### config.mk
export PLATFORM = sky130hd
export DESIGN_NAME = lid_tilt_confirmation_fsm
export DESIGN_NICKNAME = d
export VERILOG_FILES = /design/src/ltc_pkg.sv /design/src/lid_tilt_confirmation_fsm.sv
export SDC_FILE = /design/constraint.sdc
export NUM_CORES = 1
export LEC_CHECK = 0
export ABC_AREA = 1
export BUFFER_PORTS_ARGS = -buffer_cell sky130_fd_sc_hd__buf_4
export CORE_ASPECT_RATIO = 2
export CORE_MARGIN = 5
export CORE_UTILIZATION = 30
export CTS_CLUSTER_DIAMETER = 200
export DETAILED_ROUTE_END_ITERATION = 16
export GPL_TIMING_DRIVEN = 1
export SYNTH_ARGS = -nofsm -noshare
export SYNTH_HDL_FRONTEND = slang
export SYNTH_SLANG_ARGS = --single-unit
### constraint.sdc
create_clock -name clock -period 4.3 [get_ports clock]
set_input_delay 1.075 -clock clock [delete_from_list [all_inputs] [get_ports clock]]
set_output_delay 1.075 -clock clock [all_outputs]
set_load 0.02 [all_outputs]
### src/ltc_pkg.sv
// ----------------------------------------------------------------------------
// ltc_pkg: shared definitions for the lid tilt confirmation machine
// Field widths, state and status codes, and the transition table.
// ----------------------------------------------------------------------------
package ltc_pkg;

   localparam int EventStatusW = 3;
   localparam int OutStatusW   = 2;
   localparam int StateW       = 3;
   localparam int TimeW        = 32;

   localparam logic [TimeW-1:0] ConfirmTimeReset = 32'd2500;

   // qualifier states, numbered in table order
   localparam logic [StateW-1:0] ST_CREATED      = 3'd0;
   localparam logic [StateW-1:0] ST_NEW_CLOSE    = 3'd1;
   localparam logic [StateW-1:0] ST_VERIFY_CLOSE = 3'd2;
   localparam logic [StateW-1:0] ST_CONF_CLOSE   = 3'd3;
   localparam logic [StateW-1:0] ST_NEW_OPEN     = 3'd4;
   localparam logic [StateW-1:0] ST_VERIFY_OPEN  = 3'd5;
   localparam logic [StateW-1:0] ST_CONF_OPEN    = 3'd6;
   localparam logic [StateW-1:0] ST_LOST         = 3'd7;

   // forwarded status codes
   localparam logic [OutStatusW-1:0] STAT_LEVEL  = 2'd0;
   localparam logic [OutStatusW-1:0] STAT_RAISED = 2'd1;
   localparam logic [OutStatusW-1:0] STAT_LOST   = 2'd2;
   localparam logic [OutStatusW-1:0] STAT_PING   = 2'd3;

   // highest event status that is forwarded; anything above is dropped
   localparam logic [EventStatusW-1:0] EventStatusMax = 3'd3;

   typedef struct packed {
      logic              move;
      logic [StateW-1:0] state;
   } next_type;

   function automatic next_type next_lookup(input logic [StateW-1:0]     cur,
                                            input logic [OutStatusW-1:0] stat);
      next_type nx;
      nx.move  = 1'b1;
      nx.state = cur;
      case (stat)
         STAT_LEVEL: begin
            case (cur)
               ST_CREATED:                    nx.state = ST_NEW_CLOSE;
               ST_NEW_CLOSE, ST_VERIFY_CLOSE: nx.state = ST_VERIFY_CLOSE;
               ST_CONF_CLOSE:                 nx.move  = 1'b0;
               default:                       nx.state = ST_NEW_CLOSE;
            endcase
         end
         STAT_RAISED: begin
            case (cur)
               ST_CREATED, ST_VERIFY_CLOSE, ST_CONF_CLOSE, ST_LOST:
                  nx.state = ST_NEW_OPEN;
               default:
                  nx.state = ST_VERIFY_OPEN;
            endcase
         end
         STAT_LOST: begin
            if (cur == ST_LOST) begin
               nx.move = 1'b0;
            end else begin
               nx.state = ST_LOST;
            end
         end
         default: begin
            // ping
            case (cur)
               ST_NEW_CLOSE, ST_VERIFY_CLOSE:              nx.state = ST_VERIFY_CLOSE;
               ST_NEW_OPEN, ST_VERIFY_OPEN:                nx.state = ST_VERIFY_OPEN;
               default:                                    nx.move  = 1'b0;
            endcase
         end
      endcase
      return nx;
   endfunction

endpackage

### src/lid_tilt_confirmation_fsm.sv
// ----------------------------------------------------------------------------
// lid_tilt_confirmation_fsm: lid tilt confirmation state machine
// Qualifies tilt events over time and forwards a status word per event of status 3 or below.
// ----------------------------------------------------------------------------
//  channel | direction | handshake          | payload
//  req     | in        | req_valid/stall    | event_status, now_ms
//  rsp     | out       | rsp_valid/stall    | out_status, out_state
//  csr     | in        | csr_valid/ready    | confirm_time_ms
//
// One word per cycle sustained while rsp is not stalled; each word passes
// the input register, then the result register. The table lookup and one 32-bit
// subtract-compare sit between the two registers.
// Reset: state created, stamp 0, confirm time 2500 ms, both registers empty.
// Words with status above 3 are consumed and give no rsp word.
// req_stall rises only while both registers are full and rsp is stalled.
module lid_tilt_confirmation_fsm (
   input  logic                                clock,
   input  logic                                reset,
   input  logic                                req_valid,
   output logic                                req_stall,
   input  logic [ltc_pkg::EventStatusW-1:0]    req_event_status,
   input  logic [ltc_pkg::TimeW-1:0]           req_now_ms,
   output logic                                rsp_valid,
   input  logic                                rsp_stall,
   output logic [ltc_pkg::OutStatusW-1:0]      rsp_out_status,
   output logic [ltc_pkg::StateW-1:0]          rsp_out_state,
   input  logic                                csr_valid,
   output logic                                csr_ready,
   input  logic [ltc_pkg::TimeW-1:0]           csr_confirm_time_ms
);
   import ltc_pkg::*;

   logic                    in_valid_ff, in_valid_in;
   logic [EventStatusW-1:0] in_status_ff;
   logic [TimeW-1:0]        in_now_ff;
   logic                    out_valid_ff, out_valid_in;
   logic [OutStatusW-1:0]   out_status_ff, out_status_in;
   logic [StateW-1:0]       out_state_ff;
   logic [StateW-1:0]       state_ff, state_in;
   logic [TimeW-1:0]        stamp_ff, stamp_in;
   logic [TimeW-1:0]        confirm_ff;
   logic                    req_take, fire, word_ok, elapsed_done;
   logic [TimeW-1:0]        elapsed;
   next_type                nx;

   assign csr_ready = 1'b1;

   assign req_stall = in_valid_ff & out_valid_ff & rsp_stall;
   assign req_take  = req_valid & ~req_stall;
   assign fire      = in_valid_ff & (~out_valid_ff | ~rsp_stall);
   assign word_ok   = in_status_ff <= EventStatusMax;

   assign nx           = next_lookup(state_ff, in_status_ff[OutStatusW-1:0]);
   assign elapsed      = in_now_ff - stamp_ff;
   assign elapsed_done = elapsed >= confirm_ff;

   always_comb begin
      state_in      = state_ff;
      stamp_in      = stamp_ff;
      out_status_in = in_status_ff[OutStatusW-1:0];
      if (nx.move) begin
         state_in = nx.state;
         case (nx.state)
            ST_NEW_CLOSE: begin
               stamp_in      = in_now_ff;
               out_status_in = STAT_PING;
            end
            ST_NEW_OPEN: begin
               stamp_in = in_now_ff;
            end
            ST_VERIFY_CLOSE: begin
               if (elapsed_done) begin
                  state_in = ST_CONF_CLOSE;
               end else begin
                  out_status_in = STAT_PING;
               end
            end
            ST_VERIFY_OPEN: begin
               if (elapsed_done) begin
                  state_in = ST_CONF_OPEN;
               end else begin
                  out_status_in = STAT_PING;
               end
            end
            default: ;
         endcase
      end
   end

   always_comb begin
      in_valid_in = in_valid_ff;
      if (req_take) begin
         in_valid_in = 1'b1;
      end else if (fire) begin
         in_valid_in = 1'b0;
      end
      out_valid_in = out_valid_ff;
      if (fire) begin
         out_valid_in = word_ok;
      end else if (out_valid_ff & ~rsp_stall) begin
         out_valid_in = 1'b0;
      end
   end

   always_ff @(posedge clock) begin
      if (reset) begin
         in_valid_ff  <= 1'b0;
         out_valid_ff <= 1'b0;
         state_ff     <= ST_CREATED;
         stamp_ff     <= '0;
         confirm_ff   <= ConfirmTimeReset;
      end else begin
         in_valid_ff  <= in_valid_in;
         out_valid_ff <= out_valid_in;
         if (fire & word_ok) begin
            state_ff <= state_in;
            stamp_ff <= stamp_in;
         end
         if (csr_valid & csr_ready) begin
            confirm_ff <= csr_confirm_time_ms;
         end
      end
   end

   // payload: load on accept, hold otherwise
   always_ff @(posedge clock) begin
      if (req_take) begin
         in_status_ff <= req_event_status;
         in_now_ff    <= req_now_ms;
      end
      if (fire & word_ok) begin
         out_status_ff <= out_status_in;
         out_state_ff  <= state_in;
      end
   end

   assign rsp_valid      = out_valid_ff;
   assign rsp_out_status = out_status_ff;
   assign rsp_out_state  = out_state_ff;

endmodule

Word level (Yosys, flattened, before mapping)
Index checks and enable logic that the tools add are counted.
{"block": "word_totals", "ff_bits": 109, "input_bits": 72, "out_inout_bits": 8}
{"block": "op_classes", "reduce_logical": 11, "n_lt_le_gt_ge": 2, "n_mux": 20, "eq_ne": 12, "bitwise": 10, "addsub": 1}
{"cell": "$ge A32 B32 Y1", "n": 1}
{"cell": "$sub A32 B32 Y32", "n": 1}
{"cell": "$pmux W3 S2", "n": 3}
{"cell": "$eq A3 B3 Y1 const B", "n": 5}
{"cell": "$mux W3", "n": 4}
{"cell": "$eq A3 B2 Y1 const B", "n": 3}
{"cell": "$pmux W3 S3", "n": 1}
{"cell": "$mux W1", "n": 8}
{"cell": "$reduce_or A2 Y1", "n": 4}
{"cell": "$reduce_or A4 Y1", "n": 2}
{"cell": "$and A1 B1 Y1", "n": 6}
{"cell": "$eq A3 B1 Y1 const B", "n": 2}
{"cell": "$mux W2", "n": 2}
{"cell": "$pmux W2 S2", "n": 1}
{"cell": "$reduce_bool A2 Y1", "n": 2}
{"cell": "$le A3 B2 Y1 const B", "n": 1}
{"cell": "$logic_not A3 Y1", "n": 1}
{"cell": "$not A1 Y1", "n": 3}
{"cell": "$pmux W1 S3", "n": 1}
{"cell": "$reduce_and A3 Y1", "n": 1}
{"cell": "$eq A2 B1 Y1 const B", "n": 1}
{"cell": "$eq A2 B2 Y1 const B", "n": 1}
{"cell": "$logic_not A2 Y1", "n": 1}
{"cell": "$or A1 B1 Y1", "n": 1}

Longest topological paths before layout
{"block": "logic_depth", "ltp_word": 8, "mapped_depth": 28}

Least setup slack after synthesis
No wires, ideal clock.
{"block": "synth_timing", "path_type": "register to register", "startpoint": "reg in_now_ff[0]", "endpoint": "reg out_state_ff[0] (netlist: rsp_out_state[0]), data pin", "synth_period_minus_slack_ns": 3.087, "path_slack_ns": 1.213, "t_arrival_ns": 2.837, "n_path_buf": 0, "setup_time_ns": 0.251, "path_stages_with_launch": 28, "cell_sequence": "edfxtp_1 -> inv_1 -> ha_1 -> inv_1 -> fa_1 -> nand3_1 -> nand2_1 -> nand3_1 -> nand2_1 -> nand2_1 -> nand2_1 -> nand3_1 -> nand2_1 -> a21oi_1 -> xnor2_1 -> ha_1 -> nand2_1 -> inv_1 -> nand2_1 -> nand2_1 -> nand2_1 -> nand3_1 -> a21oi_1 -> nand2_1 -> nand2_1 -> nand3_1 -> nand2_1 -> inv_1"}
{"block": "synth_between", "elab_chain_cells": 5}
{"element": "from (decl)", "line": "lid_tilt_confirmation_fsm.sv:35", "source": "logic [TimeW-1:0] in_now_ff;"}
{"element": "from (signal assigned)", "line": "lid_tilt_confirmation_fsm.sv:129", "source": "in_now_ff <= req_now_ms;"}
{"element": "$sub A32 B32 Y32 *", "line": "lid_tilt_confirmation_fsm.sv:54", "source": "assign elapsed = in_now_ff - stamp_ff;"}
{"element": "$ge A32 B32 Y1 *", "line": "lid_tilt_confirmation_fsm.sv:55", "source": "assign elapsed_done = elapsed >= confirm_ff;"}
{"element": "$mux W3, on equally long branches", "line": "lid_tilt_confirmation_fsm.sv:79, lid_tilt_confirmation_fsm.sv:72"}
{"element": "$pmux W3 S2 *", "line": "lid_tilt_confirmation_fsm.sv:63", "source": "case (nx.state)"}
{"element": "$mux W3 *", "line": "lid_tilt_confirmation_fsm.sv:61", "source": "if (nx.move) begin"}
{"element": "via state_in[0]", "line": "lid_tilt_confirmation_fsm.sv:39", "source": "logic [StateW-1:0] state_ff, state_in;"}
{"element": "to (signal assigned)", "line": "lid_tilt_confirmation_fsm.sv:133", "source": "out_state_ff <= state_in;"}
{"element": "to (decl)", "line": "lid_tilt_confirmation_fsm.sv:38", "source": "logic [StateW-1:0] out_state_ff;"}
Mark *: on every way through the listed nets, which the timed path passes. The rest lies on a longest branch.
A chain may end at the register's enable or synchronous reset.

Worst setup path after layout
Ends and elaborated chain as after synthesis.

==> load_flow_metrics.sql <==
INSERT INTO impl_metrics (metric_group, metric, value, unit) VALUES
('run_status', 'status', 'completed', ''),
('pwr', 'power.leakage', '3.35', 'nW'),
('placement', 'portBuffers', '78', ''),
('layout', 'finish.cell_count_without_fillers', '1180', ''),
('clock_tree', 'cts_max_path_buffers', '2', ''),
('layout', 'area_growth_from_synthesis_to_layout', '17.1', '%'),
('drt', 'detail_route.wirelength', '17.4', 'mm'),
('placement', 'place.detailed.hpwl', '14.3', 'mm'),
('drt', 'dr_total_vias', '5601', ''),
('sta', 'fmax', '269', 'MHz'),
('sta', 'period_needed', '3.71', 'ns'),
('synthesis', 'yosysSeqAreaShare', '39.0', '%'),
('layout', 'final_common_cell', 'nand2_1', ''),
('synthesis', 'synth_ff_type', 'dfxtp_1', ''),
('placement', 'numPlacedInstances', '1164', ''),
('drt', 'remaining_drc_errors', '0', ''),
('drt', 'drc_marker_count_from_the_first_detailed_route_iteration', '205', ''),
('synthesis', 'post_synth_edffs', '40', ''),
('pwr', 'power_density', '341', 'nW/um^2'),
('layout', 'sequential_cell_area', '2580', 'um^2'),
('sta', 'timing_hold_violations_final', '0', ''),
('setup_path', 'setup.worst_path.start_class', 'register', ''),
('sta', 'setup_total_negative_slack', '0', 'ns'),
('setup_path', 'ff2ff_setup_slack', '0.59', 'ns'),
('synthesis', 'synth.distinct_cells', '42', ''),
('layout', 'diodes', '0', ''),
('drt', 'detail_route.first_pass.iterations', '4', ''),
('sta', 'fin_worst_skew', '0.00528', 'ns'),
('worst_hold_path', 'min-delay-start', 'stamp_ff[28]', ''),
('floorplanning', 'fp.dieArea', '25300', 'um^2'),
('setup_path', 'cp_common_cell', 'nand2_1', ''),
('global_routing', 'grt_remaining_overflow', '0', ''),
('clock_tree', 'post_cts_resize_count', '0', ''),
('layout', 'leading_cell_types_in_the_layout_fill_and_taps_excluded', 'nand2_1 (140), inv_1 (122), a21oi_1 (111)', ''),
('synthesis', 'yosysWarnings', '0', ''),
('global_routing', 'grt_first_pass_wirelength', '27.3', 'mm'),
('setup_path', 'path_max_fanout', '3', ''),
('global_routing', 'grt_max_degree', '63', ''),
('floorplanning', 'chipHeight', '220', 'um'),
('clock_tree', 'cts.repair_timing.setup_buffer_count', '0', ''),
('setup_path', 'setup.worst_path.end_class', 'register', ''),
('drt', 'antenna_left', '0', ''),
('synthesis', 'syn_avg_cell_area', '8.03', 'um^2'),
('setup_path', 'critical-path-max-stage-delay', '0.40', 'ns'),
('floorplanning', 'floorplan.io_pins', '80', ''),
('setup_path', 'worst_setup_path_start', 'in_now_ff[0]', ''),
('global_routing', 'number_of_antenna_violations_at_the_first_check_in_global_routing', '0', ''),
('synthesis', 'netlist_area', '6630', 'um^2'),
('layout', 'fillCellCount', '2320', ''),
('setup_path', 'crit_path_top_delay_cell', 'fa_1', ''),
('drt', 'detail_route.wl_per_cell', '14.7', 'um'),
('placement', 'final_weighted_congestion_in_routability_driven_placement', '0.986', ''),
('drt', 'route.met2.wl', '9.66', 'mm'),
('layout', 'area_used_by_multi_input_combinational_logic', '3410', 'um^2'),
('sta', 'timing.slew.headroom', '47.7', '%'),
('job', 'maxCapViolCount', '0', ''),
('sta', 'timing.final.max_slew_violations', '0', ''),
('synthesis', 'synth_cells', '825', ''),
('floorplanning', 'start_util', '30.2', '%'),
('clock_tree', 'cts_buffers', '9', ''),
('setup_path', 'crit_buf_inv', '4', ''),
('floorplanning', 'floorplan.rows', '77', ''),
('floorplanning', 'die_width', '115', 'um'),
('sta', 'rsz0062_at_grt', 'false', ''),
('clock_tree', 'cts.sink_count', '109', ''),
('drt', 'vias_per_cell', '4.75', ''),
('clock_tree', 'insertion_delay', '0.35', 'ns'),
('clock_tree', 'hold_buffers', '0', ''),
('setup_path', 'critical_path_data_arrival_time', '3.83', 'ns'),
('synthesis', 'asyncSetResetFlopFracSynth', '0', '%'),
('drt', 'wl_met1', '6.12', 'mm');
registers in the layout, summed over array words and instances (netlist names):
signal,count
confirm_ff,32
in_now_ff,32
stamp_ff,32
in_status_ff,3
rsp_out_state,3
state_ff,3
rsp_out_status,2
in_valid_ff,1
rsp_valid,1
kinds of logic after synthesis:
logic type      synth area share, %
flops                          39.0
simple gates                   15.7
other cells                  0.0566
fa+ha+maj                      13.1
compound gates                 18.8
buf+inv                        9.56
xor+xnor                       3.83
through the flow:
| stage | total power [mW] | utilization (%) | instance area, um^2 | worst slack (ns) | hold slack, ns |
|---|---|---|---|---|---|
| final | 2.64 | 35.3 | 7760 | 0.588 | 0.458 |
| after global routing | 2.81 | 35.3 | 7760 | 0.231 | 0.482 |
| after CTS | 2.68 | 35.3 | 7760 | 0.571 | 0.461 |
| after detailed placement | 1.82 | 33.9 | 7440 | 0.584 | 0.450 |
| after global placement | 1.81 | 33.9 | 7440 | 0.554 | 0.442 |
| after floorplan | 1.61 | - | 6630 | 1.21 | 0.434 |
path summary, 6_finish.rpt:
| kind | depth (start not counted) | endpoint |
|---|---|---|
| min reg2reg | 2 | stamp_ff[28] |
| max | 27 | rsp_out_state[0] |
| max reg2reg | 27 | rsp_out_state[0] |
| min | 2 | stamp_ff[28] |
cell type report:
cell class              count  area share, %
clock buffers              13           3.77
clock inverters             3          0.290
inverters                 128           6.22
multi-input cells         568           43.9
flip-flops and latches    109           33.3
well taps                 276           4.45
repair buffers             83           8.03
worst reg2reg max path, delay by kind of cell, from the launching register on:
kind	cells	cell delay [ns]
simple gates	17	1.39
fa+ha+maj	3	0.80
compound gates	2	0.52
flops	1	0.36
buf+inv	4	0.23
xor+xnor	1	0.18
routing by layer:
metal,up-vias,track usage [%]
li1,2891,-
met1,2542,13.1
met2,113,26.9
met3,55,1.70
met4,0,9.79
met5,-,0
report_power, final:
| part | switching, mW | internal, mW | total (mW) |
|---|---|---|---|
| clock | 0.374 | 0.481 | 0.856 |
| combinational | 0.388 | 0.249 | 0.637 |
| sequential | 0.0227 | 1.13 | 1.15 |
| total | 0.785 | 1.86 | 2.64 |
Yosys cell counts (2+ instances only):
cell	instances	area, um^2
a21o_1	5	37.5
a21oi_1	111	556
a21oi_2	6	52.6
a31oi_1	3	18.8
buf_12	3	60.1
buf_6	3	33.8
clkbuf_1	13	48.8
dfxtp_1	69	1380
edfxtp_1	40	1200
ha_1	68	851
inv_1	122	458
inv_2	4	15.0
nand2_1	140	526
nand2_2	2	12.5
nand2_4	2	22.5
nand3_1	24	120
nand4_1	7	43.8
nor2_1	53	199
nor3_1	8	40.0
nor4_1	2	12.5
o21a_1	3	22.5
o21ai_0	54	270
o21ai_1	31	155
o21ai_2	5	43.8
o21bai_1	3	22.5
xnor2_1	7	61.3
xor2_1	22	193
Power figures use the tool's default switching activity.
